### src/rtl/avd_pkg.sv
// Shared widths, codes and controller/datapath command types for the voltmeter display.
package avd_pkg;

   localparam int DIGITS        = 4;
   localparam int CMD_W         = 1;
   localparam int SAMPLE_W      = 10;
   localparam int REF_W         = 13;
   localparam int GAIN_W        = 16;
   localparam int DIGIT_W       = 4;
   localparam int SEL_W         = 2;
   localparam int CSR_INDEX_W   = 2;
   localparam int CSR_DATA_W    = 16;

   // sample * ref_mV needs 23 bits, times the Q8.8 gain 39 bits.
   localparam int PROD_W        = SAMPLE_W + REF_W;
   localparam int UNITS_W       = PROD_W + GAIN_W;
   // One volt is 1000 * 2^18 units, so units >> 18 counts millivolts.
   localparam int VOLT_SHIFT    = 18;
   localparam int QUANT_W       = UNITS_W - VOLT_SHIFT;
   localparam int BCD_DIGITS    = 7;
   localparam int BCD_W         = BCD_DIGITS * DIGIT_W;
   localparam int BITS_PER_STEP = 3;
   localparam int BCD_STEPS     = QUANT_W / BITS_PER_STEP;
   localparam int STEP_W        = 3;

   localparam logic [REF_W-1:0]  REF_RESET  = 13'd5010;
   localparam logic [GAIN_W-1:0] GAIN_RESET = 16'd256;

   localparam logic [CSR_INDEX_W-1:0] REG_REF_MV   = 2'd0;
   localparam logic [CSR_INDEX_W-1:0] REG_DIV_GAIN = 2'd1;

   localparam logic [SEL_W-1:0] SLOT_ONES      = 2'd0;
   localparam logic [SEL_W-1:0] SLOT_TENS      = 2'd1;
   localparam logic [SEL_W-1:0] SLOT_HUNDREDS  = 2'd2;
   localparam logic [SEL_W-1:0] SLOT_THOUSANDS = 2'd3;

   localparam logic [DIGIT_W-1:0] DIGIT_ZERO = 4'd0;
   localparam logic [DIGIT_W-1:0] DIGIT_NINE = 4'd9;

   typedef enum logic [CMD_W-1:0] {
      CMD_SAMPLE = 1'b0,
      CMD_TICK   = 1'b1
   } cmd_code_type;

   typedef logic [DIGIT_W-1:0] digit_type;

   typedef struct packed {
      logic capture;
      logic mul_first;
      logic mul_second;
      logic bcd_load;
      logic bcd_step;
      logic commit;
      logic tick;
   } dp_cmd_type;

   typedef struct packed {
      logic rsp_blocked;
   } dp_status_type;

endpackage

### src/rtl/avd_ifs.sv
// Valid/ready channel interfaces for the request, result and register-write ports.
interface avd_req_if;
   logic                           valid;
   logic                           ready;
   logic [avd_pkg::CMD_W-1:0]      cmd;
   logic [avd_pkg::SAMPLE_W-1:0]   sample;
   modport source (output valid, output cmd, output sample, input ready);
   modport sink   (input valid, input cmd, input sample, output ready);
endinterface

interface avd_rsp_if;
   logic                           valid;
   logic                           ready;
   logic [avd_pkg::DIGIT_W-1:0]    digit_value;
   logic [avd_pkg::SEL_W-1:0]      digit_select;
   logic                           decimal_point;
   modport source (output valid, output digit_value, output digit_select,
                   output decimal_point, input ready);
   modport sink   (input valid, input digit_value, input digit_select,
                   input decimal_point, output ready);
endinterface

interface avd_csr_if;
   logic                             valid;
   logic                             ready;
   logic [avd_pkg::CSR_INDEX_W-1:0]  index;
   logic [avd_pkg::CSR_DATA_W-1:0]   data;
   modport source (output valid, output index, output data, input ready);
   modport sink   (input valid, input index, input data, output ready);
endinterface

### src/rtl/avd_ctrl.sv
// Controller state machine that sequences a sample conversion and handles scan ticks.
module avd_ctrl (
   input  logic                       clock,
   input  logic                       reset,
   input  logic                       req_valid,
   input  logic [avd_pkg::CMD_W-1:0]  req_cmd,
   output logic                       req_ready,
   input  avd_pkg::dp_status_type     status,
   output avd_pkg::dp_cmd_type        command
);

   typedef enum logic [2:0] {
      ST_IDLE,
      ST_MUL_FIRST,
      ST_MUL_SECOND,
      ST_BCD_LOAD,
      ST_BCD_RUN,
      ST_COMMIT
   } state_type;

   state_type                     state_ff, state_in;
   logic [avd_pkg::STEP_W-1:0]    step_ff, step_in;
   logic                          accept;

   localparam logic [avd_pkg::STEP_W-1:0] LAST_STEP =
      avd_pkg::STEP_W'(avd_pkg::BCD_STEPS - 1);

   // A tick needs the result register; a sample does not.
   assign req_ready = (state_ff == ST_IDLE) &&
                      ((req_cmd == avd_pkg::CMD_SAMPLE) || !status.rsp_blocked);
   assign accept    = req_valid && req_ready;

   always_comb begin
      state_in = state_ff;
      step_in  = step_ff;
      command  = '0;
      unique case (state_ff)
         ST_IDLE: begin
            if (accept) begin
               if (req_cmd == avd_pkg::CMD_TICK) begin
                  command.tick = 1'b1;
               end else begin
                  command.capture = 1'b1;
                  state_in        = ST_MUL_FIRST;
               end
            end
         end
         ST_MUL_FIRST: begin
            command.mul_first = 1'b1;
            state_in          = ST_MUL_SECOND;
         end
         ST_MUL_SECOND: begin
            command.mul_second = 1'b1;
            state_in           = ST_BCD_LOAD;
         end
         ST_BCD_LOAD: begin
            command.bcd_load = 1'b1;
            step_in          = '0;
            state_in         = ST_BCD_RUN;
         end
         ST_BCD_RUN: begin
            command.bcd_step = 1'b1;
            step_in          = step_ff + 1'b1;
            if (step_ff == LAST_STEP) begin
               state_in = ST_COMMIT;
            end
         end
         ST_COMMIT: begin
            command.commit = 1'b1;
            state_in       = ST_IDLE;
         end
         default: begin
            state_in = ST_IDLE;
         end
      endcase
   end

   always_ff @(posedge clock) begin
      if (reset) begin
         state_ff <= ST_IDLE;
         step_ff  <= '0;
      end else begin
         state_ff <= state_in;
         step_ff  <= step_in;
      end
   end

   // A sample transfer always leads into the first multiply.
   a_sample_starts: assert property (@(posedge clock) disable iff (reset)
      command.capture |=> state_ff == ST_MUL_FIRST)
      else $error("sample accepted without starting conversion");

   // The conversion runs exactly the planned number of steps.
   a_run_ends: assert property (@(posedge clock) disable iff (reset)
      (state_ff == ST_BCD_RUN && step_ff == LAST_STEP) |=> state_ff == ST_COMMIT)
      else $error("digit conversion did not end on its last step");

   // Nothing is taken while a conversion is in flight.
   a_busy_blocks: assert property (@(posedge clock) disable iff (reset)
      (state_ff != ST_IDLE) |-> !req_ready)
      else $error("request ready during conversion");

endmodule

### src/rtl/avd_dp.sv
// Datapath: registers, two multiplies, digit conversion, digit store and scan output.
module avd_dp (
   input  logic                              clock,
   input  logic                              reset,
   input  avd_pkg::dp_cmd_type               command,
   output avd_pkg::dp_status_type            status,
   input  logic [avd_pkg::SAMPLE_W-1:0]      req_sample,
   input  logic                              csr_valid,
   input  logic [avd_pkg::CSR_INDEX_W-1:0]   csr_index,
   input  logic [avd_pkg::CSR_DATA_W-1:0]    csr_data,
   output logic                              csr_ready,
   output logic                              rsp_valid,
   input  logic                              rsp_ready,
   output logic [avd_pkg::DIGIT_W-1:0]       digit_value,
   output logic [avd_pkg::SEL_W-1:0]         digit_select,
   output logic                              decimal_point
);

   logic [avd_pkg::REF_W-1:0]     ref_ff, ref_in;
   logic [avd_pkg::GAIN_W-1:0]    gain_ff, gain_in;
   logic [avd_pkg::SAMPLE_W-1:0]  sample_ff;
   logic [avd_pkg::PROD_W-1:0]    prod_ff;
   logic [avd_pkg::UNITS_W-1:0]   units_ff;
   logic [avd_pkg::QUANT_W-1:0]   bin_ff, bin_in;
   logic [avd_pkg::BCD_W-1:0]     bcd_ff, bcd_in, bcd_next;
   avd_pkg::digit_type            digits_ff [avd_pkg::DIGITS];
   avd_pkg::digit_type            digits_in [avd_pkg::DIGITS];
   logic                          mid_ff, mid_in;
   logic [avd_pkg::SEL_W-1:0]     scan_ff, scan_in;
   logic                          rsp_valid_ff, rsp_valid_in;
   logic [avd_pkg::DIGIT_W-1:0]   rsp_value_ff;
   logic [avd_pkg::SEL_W-1:0]     rsp_select_ff;
   logic                          rsp_point_ff, point_in;
   avd_pkg::digit_type            bcd_digit [avd_pkg::BCD_DIGITS];
   logic                          over_range;

   function automatic logic [avd_pkg::BCD_W-1:0] dabble_shift(
      input logic [avd_pkg::BCD_W-1:0] bcd,
      input logic                      bit_in);
      logic [avd_pkg::BCD_W-1:0] adj;
      adj = bcd;
      for (int d = 0; d < avd_pkg::BCD_DIGITS; d++) begin
         if (adj[d*avd_pkg::DIGIT_W +: avd_pkg::DIGIT_W] >= 4'd5) begin
            adj[d*avd_pkg::DIGIT_W +: avd_pkg::DIGIT_W] =
               adj[d*avd_pkg::DIGIT_W +: avd_pkg::DIGIT_W] + 4'd3;
         end
      end
      return {adj[avd_pkg::BCD_W-2:0], bit_in};
   endfunction

   assign csr_ready = 1'b1;
   assign status.rsp_blocked = rsp_valid_ff && !rsp_ready;

   always_comb begin
      ref_in  = ref_ff;
      gain_in = gain_ff;
      if (csr_valid) begin
         unique case (csr_index)
            avd_pkg::REG_REF_MV:   ref_in  = csr_data[avd_pkg::REF_W-1:0];
            avd_pkg::REG_DIV_GAIN: gain_in = csr_data[avd_pkg::GAIN_W-1:0];
            default: ;
         endcase
      end
   end

   // Three bits of the double-dabble conversion per cycle.
   always_comb begin
      bcd_next = bcd_ff;
      for (int k = 0; k < avd_pkg::BITS_PER_STEP; k++) begin
         bcd_next = dabble_shift(bcd_next, bin_ff[avd_pkg::QUANT_W-1-k]);
      end
   end

   always_comb begin
      bin_in = bin_ff;
      bcd_in = bcd_ff;
      if (command.bcd_load) begin
         bin_in = units_ff[avd_pkg::UNITS_W-1:avd_pkg::VOLT_SHIFT];
         bcd_in = '0;
      end else if (command.bcd_step) begin
         bin_in = {bin_ff[avd_pkg::QUANT_W-avd_pkg::BITS_PER_STEP-1:0],
                   {avd_pkg::BITS_PER_STEP{1'b0}}};
         bcd_in = bcd_next;
      end
   end

   // Millivolt count in decimal: mid range keeps millivolts / 10, over range shows all nines, else / 100.
   always_comb begin
      for (int d = 0; d < avd_pkg::BCD_DIGITS; d++) begin
         bcd_digit[d] = bcd_ff[d*avd_pkg::DIGIT_W +: avd_pkg::DIGIT_W];
      end
      over_range = bcd_digit[6] != avd_pkg::DIGIT_ZERO;
      mid_in = !over_range && bcd_digit[5] == avd_pkg::DIGIT_ZERO &&
               bcd_digit[4] == avd_pkg::DIGIT_ZERO && bcd_digit[3] != avd_pkg::DIGIT_ZERO;
      for (int d = 0; d < avd_pkg::DIGITS; d++) begin
         if (over_range) begin
            digits_in[d] = avd_pkg::DIGIT_NINE;
         end else if (mid_in) begin
            digits_in[d] = (d == avd_pkg::DIGITS - 1) ? avd_pkg::DIGIT_ZERO
                                                      : bcd_digit[d+1];
         end else begin
            digits_in[d] = bcd_digit[d+2];
         end
      end
   end

   always_comb begin
      case (scan_ff)
         avd_pkg::SLOT_TENS:     point_in = !mid_ff;
         avd_pkg::SLOT_HUNDREDS: point_in = mid_ff;
         default:                point_in = 1'b0;
      endcase
      scan_in      = scan_ff + 1'b1;
      rsp_valid_in = rsp_valid_ff;
      if (command.tick) begin
         rsp_valid_in = 1'b1;
      end else if (rsp_ready) begin
         rsp_valid_in = 1'b0;
      end
   end

   always_ff @(posedge clock) begin
      if (reset) begin
         ref_ff       <= avd_pkg::REF_RESET;
         gain_ff      <= avd_pkg::GAIN_RESET;
         mid_ff       <= 1'b0;
         scan_ff      <= avd_pkg::SLOT_ONES;
         rsp_valid_ff <= 1'b0;
         for (int d = 0; d < avd_pkg::DIGITS; d++) begin
            digits_ff[d] <= avd_pkg::DIGIT_ZERO;
         end
      end else begin
         ref_ff       <= ref_in;
         gain_ff      <= gain_in;
         rsp_valid_ff <= rsp_valid_in;
         if (command.commit) begin
            mid_ff <= mid_in;
            for (int d = 0; d < avd_pkg::DIGITS; d++) begin
               digits_ff[d] <= digits_in[d];
            end
         end
         if (command.tick) begin
            scan_ff <= scan_in;
         end
      end
   end

   always_ff @(posedge clock) begin
      if (command.capture) begin
         sample_ff <= req_sample;
      end
      if (command.mul_first) begin
         prod_ff <= {{avd_pkg::REF_W{1'b0}}, sample_ff} *
                    {{avd_pkg::SAMPLE_W{1'b0}}, ref_ff};
      end
      if (command.mul_second) begin
         units_ff <= {{avd_pkg::GAIN_W{1'b0}}, prod_ff} *
                     {{avd_pkg::PROD_W{1'b0}}, gain_ff};
      end
      bin_ff <= bin_in;
      bcd_ff <= bcd_in;
      if (command.tick) begin
         rsp_value_ff  <= digits_ff[scan_ff];
         rsp_select_ff <= avd_pkg::SLOT_THOUSANDS - scan_ff;
         rsp_point_ff  <= point_in;
      end
   end

   assign rsp_valid     = rsp_valid_ff;
   assign digit_value   = rsp_value_ff;
   assign digit_select  = rsp_select_ff;
   assign decimal_point = rsp_point_ff;

   a_no_overwrite: assert property (@(posedge clock) disable iff (reset)
      command.tick |-> (!rsp_valid_ff || rsp_ready))
      else $error("scan result overwritten before transfer");

   a_scan_advance: assert property (@(posedge clock) disable iff (reset)
      command.tick |=> scan_ff == avd_pkg::SEL_W'($past(scan_ff) + 2'd1))
      else $error("scan position did not advance on tick");

   a_digits_decimal: assert property (@(posedge clock) disable iff (reset)
      command.commit |=> (digits_ff[0] <= avd_pkg::DIGIT_NINE &&
                          digits_ff[1] <= avd_pkg::DIGIT_NINE &&
                          digits_ff[2] <= avd_pkg::DIGIT_NINE &&
                          digits_ff[3] <= avd_pkg::DIGIT_NINE))
      else $error("stored digit is not decimal");

endmodule

### src/rtl/autorange_voltmeter_display.sv
// A scan tick's digit is shown in the cycle after the tick is taken.
// A sample holds the request side through its transfer, two multiplies, a load, seven 3-bit
// conversion steps of the shared double-dabble unit, and a store.
// One tick per cycle while the result side keeps up; no request is taken during a sample.
// Reset is synchronous and active high: digits clear to zero, the range to below one volt,
// the scan to the ones digit, and the registers to 5010 mV and unity gain.
module autorange_voltmeter_display (
   input  logic       clock,
   input  logic       reset,
   avd_req_if.sink    req_chan,
   avd_rsp_if.source  rsp_chan,
   avd_csr_if.sink    csr_chan
);

   // The controller and the datapath talk only through these two structs.
   avd_pkg::dp_cmd_type    command;
   avd_pkg::dp_status_type status;

   // The controller owns request acceptance: ticks pass unless the result stalls, samples start
   // a conversion sequence that holds off further requests until the digits are stored.
   avd_ctrl u_ctrl (
      .clock     (clock),
      .reset     (reset),
      .req_valid (req_chan.valid),
      .req_cmd   (req_chan.cmd),
      .req_ready (req_chan.ready),
      .status    (status),
      .command   (command)
   );

   // The datapath holds the configuration, the arithmetic, the digit store and the
   // result register. The result register frees the request side, so a tick can be
   // taken in the same cycle as the previous digit's transfer.
   avd_dp u_dp (
      .clock         (clock),
      .reset         (reset),
      .command       (command),
      .status        (status),
      .req_sample    (req_chan.sample),
      .csr_valid     (csr_chan.valid),
      .csr_index     (csr_chan.index),
      .csr_data      (csr_chan.data),
      .csr_ready     (csr_chan.ready),
      .rsp_valid     (rsp_chan.valid),
      .rsp_ready     (rsp_chan.ready),
      .digit_value   (rsp_chan.digit_value),
      .digit_select  (rsp_chan.digit_select),
      .decimal_point (rsp_chan.decimal_point)
   );

endmodule

### src/flat_wrapper.sv
// flat-port wrapper written by rule: the top's interface ports become plain ports
module autorange_voltmeter_display_flat 
  (clock, reset, req_chan_valid, req_chan_cmd, req_chan_sample, req_chan_ready, rsp_chan_valid, rsp_chan_digit_value, rsp_chan_digit_select, rsp_chan_decimal_point, rsp_chan_ready, csr_chan_valid, csr_chan_index, csr_chan_data, csr_chan_ready);
  avd_req_if req_chan_i ();
  avd_rsp_if rsp_chan_i ();
  avd_csr_if csr_chan_i ();
  input  logic clock;
  input  logic reset;
  input wire logic [$bits(req_chan_i.valid)-1:0] req_chan_valid;
  input wire logic [$bits(req_chan_i.cmd)-1:0] req_chan_cmd;
  input wire logic [$bits(req_chan_i.sample)-1:0] req_chan_sample;
  output wire logic [$bits(req_chan_i.ready)-1:0] req_chan_ready;
  output wire logic [$bits(rsp_chan_i.valid)-1:0] rsp_chan_valid;
  output wire logic [$bits(rsp_chan_i.digit_value)-1:0] rsp_chan_digit_value;
  output wire logic [$bits(rsp_chan_i.digit_select)-1:0] rsp_chan_digit_select;
  output wire logic [$bits(rsp_chan_i.decimal_point)-1:0] rsp_chan_decimal_point;
  input wire logic [$bits(rsp_chan_i.ready)-1:0] rsp_chan_ready;
  input wire logic [$bits(csr_chan_i.valid)-1:0] csr_chan_valid;
  input wire logic [$bits(csr_chan_i.index)-1:0] csr_chan_index;
  input wire logic [$bits(csr_chan_i.data)-1:0] csr_chan_data;
  output wire logic [$bits(csr_chan_i.ready)-1:0] csr_chan_ready;
  assign req_chan_i.valid = req_chan_valid;
  assign req_chan_i.cmd = req_chan_cmd;
  assign req_chan_i.sample = req_chan_sample;
  assign req_chan_ready = req_chan_i.ready;
  assign rsp_chan_valid = rsp_chan_i.valid;
  assign rsp_chan_digit_value = rsp_chan_i.digit_value;
  assign rsp_chan_digit_select = rsp_chan_i.digit_select;
  assign rsp_chan_decimal_point = rsp_chan_i.decimal_point;
  assign rsp_chan_i.ready = rsp_chan_ready;
  assign csr_chan_i.valid = csr_chan_valid;
  assign csr_chan_i.index = csr_chan_index;
  assign csr_chan_i.data = csr_chan_data;
  assign csr_chan_ready = csr_chan_i.ready;
  autorange_voltmeter_display u_core (.clock(clock), .reset(reset), .req_chan(req_chan_i), .rsp_chan(rsp_chan_i), .csr_chan(csr_chan_i));
endmodule
### config.mk
export PLATFORM = sky130hd
export DESIGN_NAME = autorange_voltmeter_display_flat
export DESIGN_NICKNAME = d
export VERILOG_FILES = /design/src/rtl/avd_pkg.sv /design/src/rtl/avd_ifs.sv /design/src/rtl/avd_ctrl.sv /design/src/rtl/avd_dp.sv /design/src/rtl/autorange_voltmeter_display.sv /design/src/flat_wrapper.sv
export SDC_FILE = /design/constraint.sdc
export NUM_CORES = 1
export LEC_CHECK = 0
export BUFFER_PORTS_ARGS = -buffer_cell sky130_fd_sc_hd__buf_4
export CORE_UTILIZATION = 45
export DETAILED_ROUTE_END_ITERATION = 10
export PLACE_DENSITY_LB_ADDON = 0.05
export SETUP_SLACK_MARGIN = 0.4
export SLEW_MARGIN = 20
export SYNTH_ARGS = -nofsm -noshare
export SYNTH_HDL_FRONTEND = slang
export SYNTH_SLANG_ARGS = --single-unit
### constraint.sdc
create_clock -name clock -period 16.42 [get_ports clock]
set_clock_uncertainty 0.05 [all_clocks]
set_input_delay 3.284 -clock clock [delete_from_list [all_inputs] [get_ports clock]]
set_output_delay 3.284 -clock clock [all_outputs]
set_load 0.03 [all_outputs]
* Word level (Yosys, flattened, before mapping)
Memory sizes are Yosys's and may differ from the RTL's. A register that Yosys moved wholly into a read port is not among the register bits.
Cells that the tools add are included.
** Word-level totals
- Memory bits (writable) :: 16
- Output and inout bits :: 10
- Bits of input ports :: 34
- Bits in registers :: 163
- Memories :: 1
- Logic and storage cells :: 161
** Memories
- u_core.u_dp.digits_ff :: words 4, width 4, rd ports 1, clocked after Yosys merged registers in 1, wr ports 4, line avd_dp.sv:26 : avd_pkg::digit_type digits_ff [avd_pkg::DIGITS];
** Operators by class
- Reduce and logical (&&, ||, !) cells :: 23
- Order comparisons :: 21
- Multiply operators :: 2
- Bitwise operators :: 5
- Add/sub/neg operators :: 24
- Equality and inequality tests :: 12
- Muxes and demuxes :: 59
** Operators by type and width (count)
- $mux W4 :: 30
- $ge A4 B3 Y1 const B :: 21
- $add A4 B2 Y4 const B :: 18
- $mux W21 :: 2
- $mul A23 B16 Y39 :: 1
- $mul A10 B13 Y23 :: 1
- $mux W1 :: 18
- $mux W3 :: 6
- $pmux W3 S5 :: 1
- $add A3 B2 Y3 const B :: 3
- $eq A3 B3 Y1 const B :: 3
- $logic_not A4 Y1 :: 2
- $reduce_bool A4 Y1 :: 2
- $eq A3 B2 Y1 const B :: 2
- $logic_and A1 B1 Y1 :: 6
- $ne A2 B2 Y1 const B :: 3
- $pmux W3 S2 :: 1
- $reduce_bool A2 Y1 :: 3
- $eq A2 B1 Y1 const B :: 2
- $logic_not A1 Y1 :: 4
- $or A1 B1 Y1 :: 4
- $reduce_and A2 Y1 :: 2
- $add A3 B1 Y3 const B :: 1
- $eq A3 B1 Y1 const B :: 1
- other kinds (9) :: 9

* Logic depth before layout (Yosys ltp)
Gate-level depths: netlist of run 1.
- Depth after elaboration :: 9
- Depth in mapped cells :: 24
- Gate-level depth less buffers :: 23

* Hierarchy
From an unflattened synthesis of run 1, not the netlist that was laid out.
** Unflattened totals
- Cells, all modules :: 2548
- Area, all modules :: 23676.5 um2
** By module, submodules not included
- avd_dp :: cells an instance 2506, sequential area each 4164.0 um2, instances 1, area each 23282.3 um2
- avd_ctrl :: cells an instance 42, sequential area each 120.1 um2, instances 1, area each 394.1 um2

* Worst setup path after synthesis of run 1
OpenSTA, ideal clock, no wires.
- Kind :: input port to output port
- Start point :: input rsp_chan_ready
- End point :: output req_chan_ready
- Arrival time :: 3.708 ns
- Data required time :: 13.086 ns
- Path buffers :: 0
- Stages on the path :: 2
- Setup slack :: 9.378 ns
- Path through :: nand2b_1 -> o21a_1
** On the way
- Longest elaborated chain between the ends :: 5
** RTL lines
- start: declaration :: line flat_wrapper.sv:17 : input wire logic [$bits(rsp_chan_i.ready)-1:0] rsp_chan_ready;
- $logic_not A1 Y1 :: line avd_dp.sv:52 : assign status.rsp_blocked = rsp_valid_ff && !rsp_ready;
- $logic_and A1 B1 Y1 :: line avd_dp.sv:52
- $logic_not A1 Y1 :: line avd_ctrl.sv:30 : ((req_cmd == avd_pkg::CMD_SAMPLE) || !status.rsp_blocked);
- $logic_or A1 B1 Y1 :: line avd_ctrl.sv:30
- $logic_and A1 B1 Y1 :: line avd_ctrl.sv:29 : assign req_ready = (state_ff == ST_IDLE) &&
- end: declaration :: line flat_wrapper.sv:12 : output wire logic [$bits(req_chan_i.ready)-1:0] req_chan_ready;
Every way passes these cells.

* Final worst setup path of run 1
- Start point :: register u_core.u_dp.gain_ff[9] (netlist bit)
- End point :: register u_core.u_dp.units_ff[34] (netlist bit), data pin
** On the way
- Longest elaborated chain between the ends :: 1
** RTL lines
- start: declaration :: line avd_dp.sv:20 : logic [avd_pkg::GAIN_W-1:0] gain_ff, gain_in;
- start signal: assignment :: line avd_dp.sv:125 : gain_ff <= avd_pkg::GAIN_RESET;
- start signal: assignment :: line avd_dp.sv:134 : gain_ff <= gain_in;
- $mul A23 B16 Y39 :: line avd_dp.sv:157 : units_ff <= {{avd_pkg::GAIN_W{1'b0}}, prod_ff} *
- end signal: assignment :: line avd_dp.sv:157
- end: declaration :: line avd_dp.sv:23 : logic [avd_pkg::UNITS_W-1:0] units_ff;
Every way passes these cells.
A chain may end at the register's enable or synchronous reset.

==> metrics.csv, run 1 <==
metric;value;unit
post-route setup TNS;0;ps
# rows;83;
setup bufs post-CTS;0;
htree depth;4;
final setup fails;0;
CP Class;reg -> reg;
Horiz. Die Dim;230;um
WL/cell;17.8;um
core area;51300;um2
CP peak stage delay;1000;ps
clock-pin slew on the worst setup and hold paths;80;ps
routed vias;16200;
CP Cell Sequence;nand2_1 -> fa_1 -> inv_1 -> fa_1 -> inv_1 -> fa_1 -> inv_1 -> fa_1 -> fa_1 -> inv_1 -> fa_1 -> inv_1 -> ha_1 -> a21oi_1 -> o21ai_0 -> o221ai_2 -> a21oi_2 -> nor4_4 -> a21oi_1 -> a21o_1 -> a211oi_1 -> nor3_1;
Syn Inst Count;2503;
area leader, netlist;fa_1;
largest net degree at the start of global routing;41;
Hold WS;401;ps
P_leak;0.0117;uW
antenna diode count;0;
die area;52800;um2
Final GP Congestion;0.832;
VDD IR max;0.0000701;V
maximum clock path buffer count;2;
initial antenna violation count;1;
crit-path max FO;24;
PortBufs;42;
Setup crit start kind;flop;
status;completed;
asr flop ratio synth;0;%
synth cell count leaders;inv_1 (473), nand2_1 (400), fa_1 (377), and2_1 (222), ha_1 (215);
grt ovf;0;
power per standard cell area;140;nW/um2
Post-CTS Resized;0;
remaining routing DRC violations;0;
CTS buffer count;17;
wire length of the first global-routing pass;92700;um
ys flop type;edfxtp_1;
share of post-route cells with drive strength above 1;5.68;%
TritonCTS clock tree;built;
Max Cap Viol;0;
layout net count;3096;
slowest cell on the critical path;dfxtp_1;
area share of the largest cell type after synthesis;32.3;%
cell family with most CP delay;adder cells;
# clock sinks;165;
cell with the most instances after synthesis;inv_1;
Slew @ Worst Pin;1120;ps
Slew headroom;25.4;%
final period utilization;44.6;%
top post-synthesis cells by area;fa_1 (32%), edfxtp_1 (13%), ha_1 (12%), inv_1 (7.6%), nand2_1 (6.4%);
Hold WC Path Type;reg -> reg;
count of pins over their slew limit;0;
DR iter-0 viols;718;
Worst EP arrival;7500;ps
CP Data Required Time;16600;ps
Pre-Repair DR Iteration Count;7;
Synth warnings;0;
HPWL Detailed;43700;um
initial core utilization;45.5;%
element type at the critical path end;flop;
FF+latch count, synth;165;
Yosys cell types;67;
mean number of vias per cell;5.13;
Max Clk Rate;137;MHz
Mapped Area;23300;um2
Detail Route Antenna Nets;0;
Root Buffer;clkbuf_16;
most used cell, CP;fa_1;
final hold violations;0;
minimum clock period;7320;ps
RSZ-0062 raised after global routing;no;
syn nets;3129;
worst skew pair latency;490;ps
overall routed net length;56200;um
hold buffers post-CTS;0;
number of synthesized flops with an enable pin;98;
vias in the first global route;17500;
GR Util All Layers;22.6;%
Worst Path Buf+Inv;5;
average size of a mapped cell;9.32;um2
Ports;44;
Seq/Total Area, Yosys;18.4;%
P&R area growth vs syn;6.09;%
Die Y;230;um
## worst paths after layout
| path | from | cells after the start | slack, ps | endpoint |
|---|---|---|---|---|
| setup / recovery | u_core.u_dp.gain_ff[9] | 22 | 9100 | u_core.u_dp.units_ff[34] |
| hold / removal | u_core.u_dp.bcd_ff[25] | 2 | 400 | u_core.u_dp.bcd_ff[25] |
| setup reg to reg | u_core.u_dp.gain_ff[9] | 22 | 9100 | u_core.u_dp.units_ff[34] |
| hold reg to reg | u_core.u_dp.bcd_ff[25] | 2 | 400 | u_core.u_dp.bcd_ff[25] |
## final cells by class
cell class                 instances  area (um2)
sequential                       165        4290
tap                              680         851
fill                            4988       26500
clock buffer                      20         458
inverter                         475        1780
multi-input combinational       1759       16900
timing repair buffer              52         390
clock inverter                    12         108
## per-layer routing
metal  track usage (%)  part of all wire (%)  up-vias
li1                  -                     -     7646
met1              30.3                    46     8275
met2              38.1                    49      269
met3              3.76                   3.6       51
met4              5.77                   1.6        0
met5                 0                     0        -
## report_power, final
| part | leakage [uW] | total (uW) | internal [uW] | switching [uW] |
|---|---|---|---|---|
| logic | 0.00994 | 2290 | 977 | 1310 |
| clock network | 0.000282 | 414 | 208 | 205 |
| registers | 0.00147 | 763 | 572 | 191 |
## kinds of logic (layout without fill, tap and decap cells)
kind of cell	count (synthesis)	count (layout)	share of synthesized area [%]
AND/OR/NAND/NOR	798	798	16.6
adder cells (fa/ha/maj)	592	592	43.9
flip-flops	165	165	18.4
AO/OA/AOI/OAI	249	249	6.60
XOR/XNOR	65	65	2.44
multiplexers	54	54	2.72
buffers and inverters	579	559	9.34
other	1	1	0.0161
## registers in the layout, indices dropped and copies added (netlist names), 3 cells and up
register,count
u_core.u_dp.digits_ff,16
u_core.u_dp.gain_ff,16
u_core.u_dp.units_ff,21
u_core.u_dp.prod_ff,23
u_core.u_dp.digit_value,4
u_core.u_ctrl.state_ff,3
u_core.u_dp.bcd_ff,28
u_core.u_ctrl.step_ff,3
u_core.u_dp.ref_ff,13
u_core.u_dp.bin_ff,21
u_core.u_dp.sample_ff,10
## stage by stage
| step | cells | instance area, um2 | setup slack [ps] | total power [uW] | utilization, % |
|---|---|---|---|---|---|
| detailed placement | 3131 | 24200 | 9030 | 3070 | 47.1 |
| global placement | 3131 | 24200 | 9090 | 3020 | 47.1 |
| floorplan | 2503 | 23300 | 9380 | 2490 | - |
| CTS | 3163 | 24800 | 9020 | 3510 | 48.3 |
| finish | 3163 | 24800 | 9100 | 3460 | 48.3 |
| global route | 3163 | 24800 | 8640 | 3830 | 48.3 |
## worst min-delay path: cells and delay by family, from the launching register on
kind	cells	cell delay (ps)
and+or+nand+nor	1	50
AOI/OAI and AO/OA	1	50
DFF	1	310
## cell usage in the layout, fill, tap and decap left out, types with 11 or more instances in the layout
cell,instances
a21o_1,17
a21oi_1,111
and2_1,222
buf_4,52
clkbuf_16,18
dfxtp_1,66
edfxtp_1,98
fa_1,377
ha_1,215
inv_1,473
mux2_2,23
mux2i_1,25
nand2_1,400
nand2b_1,22
nand3_1,12
nor2_1,60
nor2b_1,11
nor3_1,19
nor3b_1,16
o21a_1,11
o21ai_0,39
xnor2_1,51
xor2_1,14
Power figures use the tool's default switching activity.
==> inputs of run 2 (changes only) <==
- clock period: 16.42 -> 6.7 ns (I/O delays scaled with it)
==> metrics.csv, run 2 (synthesized netlist as in run 1, its figures left out) <==
metric;value;unit;change
max reg flops;28;;unchanged
Power Total;9440;uW;was 3460 uW
CTS buffer count;17;;unchanged
count of pins over their slew limit;0;;unchanged
share of post-route cells with drive strength above 1;14.6;%;was 5.68%
reg2reg end;u_core.u_dp.units_ff[36];;was u_core.u_dp.units_ff[34]
wire length of the first global-routing pass;93600;um;was 92700 um
status;completed;;unchanged
Gate power share;72.1;%;was 66.0%
CP Cell Sequence;buf_4 -> buf_6 -> buf_4 -> nand2_1 -> fa_1 -> fa_1 -> fa_2 -> inv_2 -> fa_2 -> fa_1 -> inv_2 -> fa_1 -> inv_2 -> ha_4 -> nand2_4 -> nor3_4 -> nand4_1 -> o32ai_2 -> nor4_4 -> buf_6 -> a211oi_4 -> o31a_1 -> nor2_2 -> xnor2_1;;was nand2_1 -> fa_1 -> inv_1 -> fa_1 -> inv_1 -> fa_1 -> inv_1 -> fa_1 -> fa_1 -> inv_1 -> fa_1 -> inv_1 -> ha_1 -> a21oi_1 -> o21ai_0 -> o221ai_2 -> a21oi_2 -> nor4_4 -> a21oi_1 -> a21o_1 -> a211oi_1 -> nor3_1
slowest cell on the critical path;fa_2;;was dfxtp_1
DR iter-0 viols;865;;was 718
crit path capture;u_core.u_dp.units_ff[36];;was u_core.u_dp.units_ff[34]
GR Util All Layers;22.8;%;was 22.6%
Slew headroom;44.9;%;was 25.4%
Slew @ Worst Pin;825;ps;was 1120 ps
Root Buffer;clkbuf_16;;unchanged
Worst EP arrival;6490;ps;was 7500 ps
CP Class;reg -> reg;;unchanged
mean number of vias per cell;5.11;;was 5.13
R2R Path Start;u_core.u_dp.prod_ff[16];;was u_core.u_dp.gain_ff[9]
antenna diode count;0;;unchanged
layout net count;3230;;was 3096
Top reg by flops;u_core.u_dp.bcd_ff;;unchanged
PortBufs;42;;unchanged
Pre-Repair DR Iteration Count;8;;was 7
Layout fillers;4819;;was 4988
worst skew pair latency;500;ps;was 490 ps
Horiz. Die Dim;230;um;unchanged
Detail Route Antenna Nets;0;;unchanged
HPWL Detailed;46000;um;was 43700 um
element type at the critical path end;flop;;unchanged
clock-pin slew on the worst setup and hold paths;80;ps;about the same
CP Data Required Time;6900;ps;was 16600 ps
CP peak stage delay;580;ps;was 1000 ps
final setup fails;0;;unchanged
final period utilization;93.8;%;was 44.6%
htree depth;4;;unchanged
die area;52800;um2;unchanged
remaining routing DRC violations;0;;unchanged
Switching Power;4490;uW;was 1710 uW
post-route insts no fill;3297;;was 3163
minimum clock period;6290;ps;was 7320 ps
most used cell, CP;fa_1;;unchanged
VDD IR max;0.000242;V;was 0.0000701 V
clock network power share;10.9;%;was 11.9%
Cells after DPL;3191;;was 3131
initial antenna violation count;0;;was 1
power per standard cell area;358;nW/um2;was 140 nW/um2
crit-path max FO;8;;was 24
grt ovf;0;;unchanged
post-route setup TNS;0;ps;unchanged
routed vias;16800;;was 16200
# clock sinks;165;;unchanged
# rows;83;;unchanged
RSZ-0062 raised after global routing;yes;;was no
Max Cap Viol;0;;unchanged
sw frac;47.5;%;was 49.2%
most common cell after layout, fill and taps aside;inv_1;;unchanged
initial core utilization;45.5;%;unchanged
Setup crit start kind;flop;;unchanged
most frequent cells in the layout;inv_1 (449), nand2_1 (394), fa_1 (355);;was inv_1 (473), nand2_1 (400), fa_1 (377)
Die Y;230;um;unchanged
TritonCTS clock tree;built;;unchanged
maximum clock path buffer count;2;;unchanged
core area;51300;um2;unchanged
Ports;44;;unchanged
P&R area growth vs syn;13.2;%;was 6.09%
biggest regs;u_core.u_dp.bcd_ff x28, u_core.u_dp.prod_ff x23;;unchanged
hold buffers post-CTS;0;;unchanged
path depth of the worst reg2reg path;24;;was 22
worst setup path start;u_core.u_dp.prod_ff[16];;was u_core.u_dp.gain_ff[9]
internal power;4960;uW;was 1760 uW
Reg2Reg Setup Slack;410;ps;was 9100 ps
Hold WC Path Type;reg -> reg;;unchanged
vias in the first global route;17500;;about the same
Final GP Congestion;0.842;;was 0.832
overall routed net length;57300;um;was 56200 um
sequential power share;17.0;%;was 22.0%
WL/cell;17.4;um;was 17.8 um
final hold violations;0;;unchanged
P_leak;0.0124;uW;was 0.0117 uW
Max Clk Rate;159;MHz;was 137 MHz
largest net degree at the start of global routing;41;;unchanged
-- run 2: layout make-up --
| class | count | area (um2) | share of cell area [%] |
|---|---|---|---|
| Multi-Input combinational cell | 1759 | 17300 | 65.5 |
| Sequential cell | 165 | 4310 | 16.3 |
| Inverter | 475 | 1780 | 6.75 |
| Tap cell | 680 | 851 | 3.22 |
| Timing Repair Buffer | 186 | 1570 | 5.96 |
| Clock buffer | 18 | 429 | 1.63 |
| Clock inverter | 14 | 155 | 0.588 |
-- run 2: metal layers --
layer  track usage (%)  vias up  routed length [um]
li1                  -     7907                   -
met1              30.2     8586               25700
met2              39.0      294               28700
met3              3.20       62                1980
met4              5.96        0                 934
met5                 0        -                   0
-- run 2: through the flow --
step / setup WS [ps] / utilization [%] / hold slack (ps) / instance area (um2)
2_1_floorplan: 490 / - / 382 / 23300
3_3_place_gp: 139 / 48.1 / 393 / 24700
3_5_place_dp: 96.7 / 48.1 / 401 / 24700
4_1_cts: 345 / 50.6 / 412 / 26000
5_1_grt: 223 / 51.5 / 435 / 26400
6_report: 413 / 51.5 / 414 / 26400
-- run 2: repair_timing --
action | in CTS | in global routing
endpoints found under the hold margin | 0 | 0
setup endpoints to repair | 12 | 12
gates resized for setup | 66 | 82
pin swaps | 48 | 104
buffers inserted | 51 | 23
-- run 2: worst min path at each step --
| stage | start | endpoint | cells past startpoint |
|---|---|---|---|
| 2_1_floorplan | u_core.u_dp.bcd_ff[25] | u_core.u_dp.bcd_ff[25] | 2 |
| 3_3_place_gp | u_core.u_dp.bcd_ff[25] | u_core.u_dp.bcd_ff[25] | 2 |
| 3_5_place_dp | u_core.u_dp.bcd_ff[25] | u_core.u_dp.bcd_ff[25] | 2 |
| 4_1_cts | u_core.u_dp.bcd_ff[25] | u_core.u_dp.bcd_ff[25] | 2 |
| 5_1_grt | u_core.u_dp.bcd_ff[25] | u_core.u_dp.bcd_ff[25] | 2 |
| 6_report | u_core.u_dp.bcd_ff[25] | u_core.u_dp.bcd_ff[25] | 2 |
-- run 2: power by group through the flow --
| stage | clock [uW] | sequential (uW) | combinational [uW] |
|---|---|---|---|
| 2_1_floorplan | 0 | 1550 | 4550 |
| 3_3_place_gp | 0 | 1700 | 5870 |
| 3_5_place_dp | 0 | 1710 | 5980 |
| 4_1_cts | 1070 | 1600 | 6550 |
| 5_1_grt | 1100 | 1630 | 7680 |
| 6_report | 1030 | 1600 | 6810 |
-- run 2: critical path, delay by kind of cell (launching register included) --
family	cells	cell delay [ps]
AO/OA/AOI/OAI	3	760
adder cells (fa/ha/maj)	7	3260
buffers and inverters	7	710
flip-flops	1	460
AND/OR/NAND/NOR	6	670
XOR/XNOR	1	110
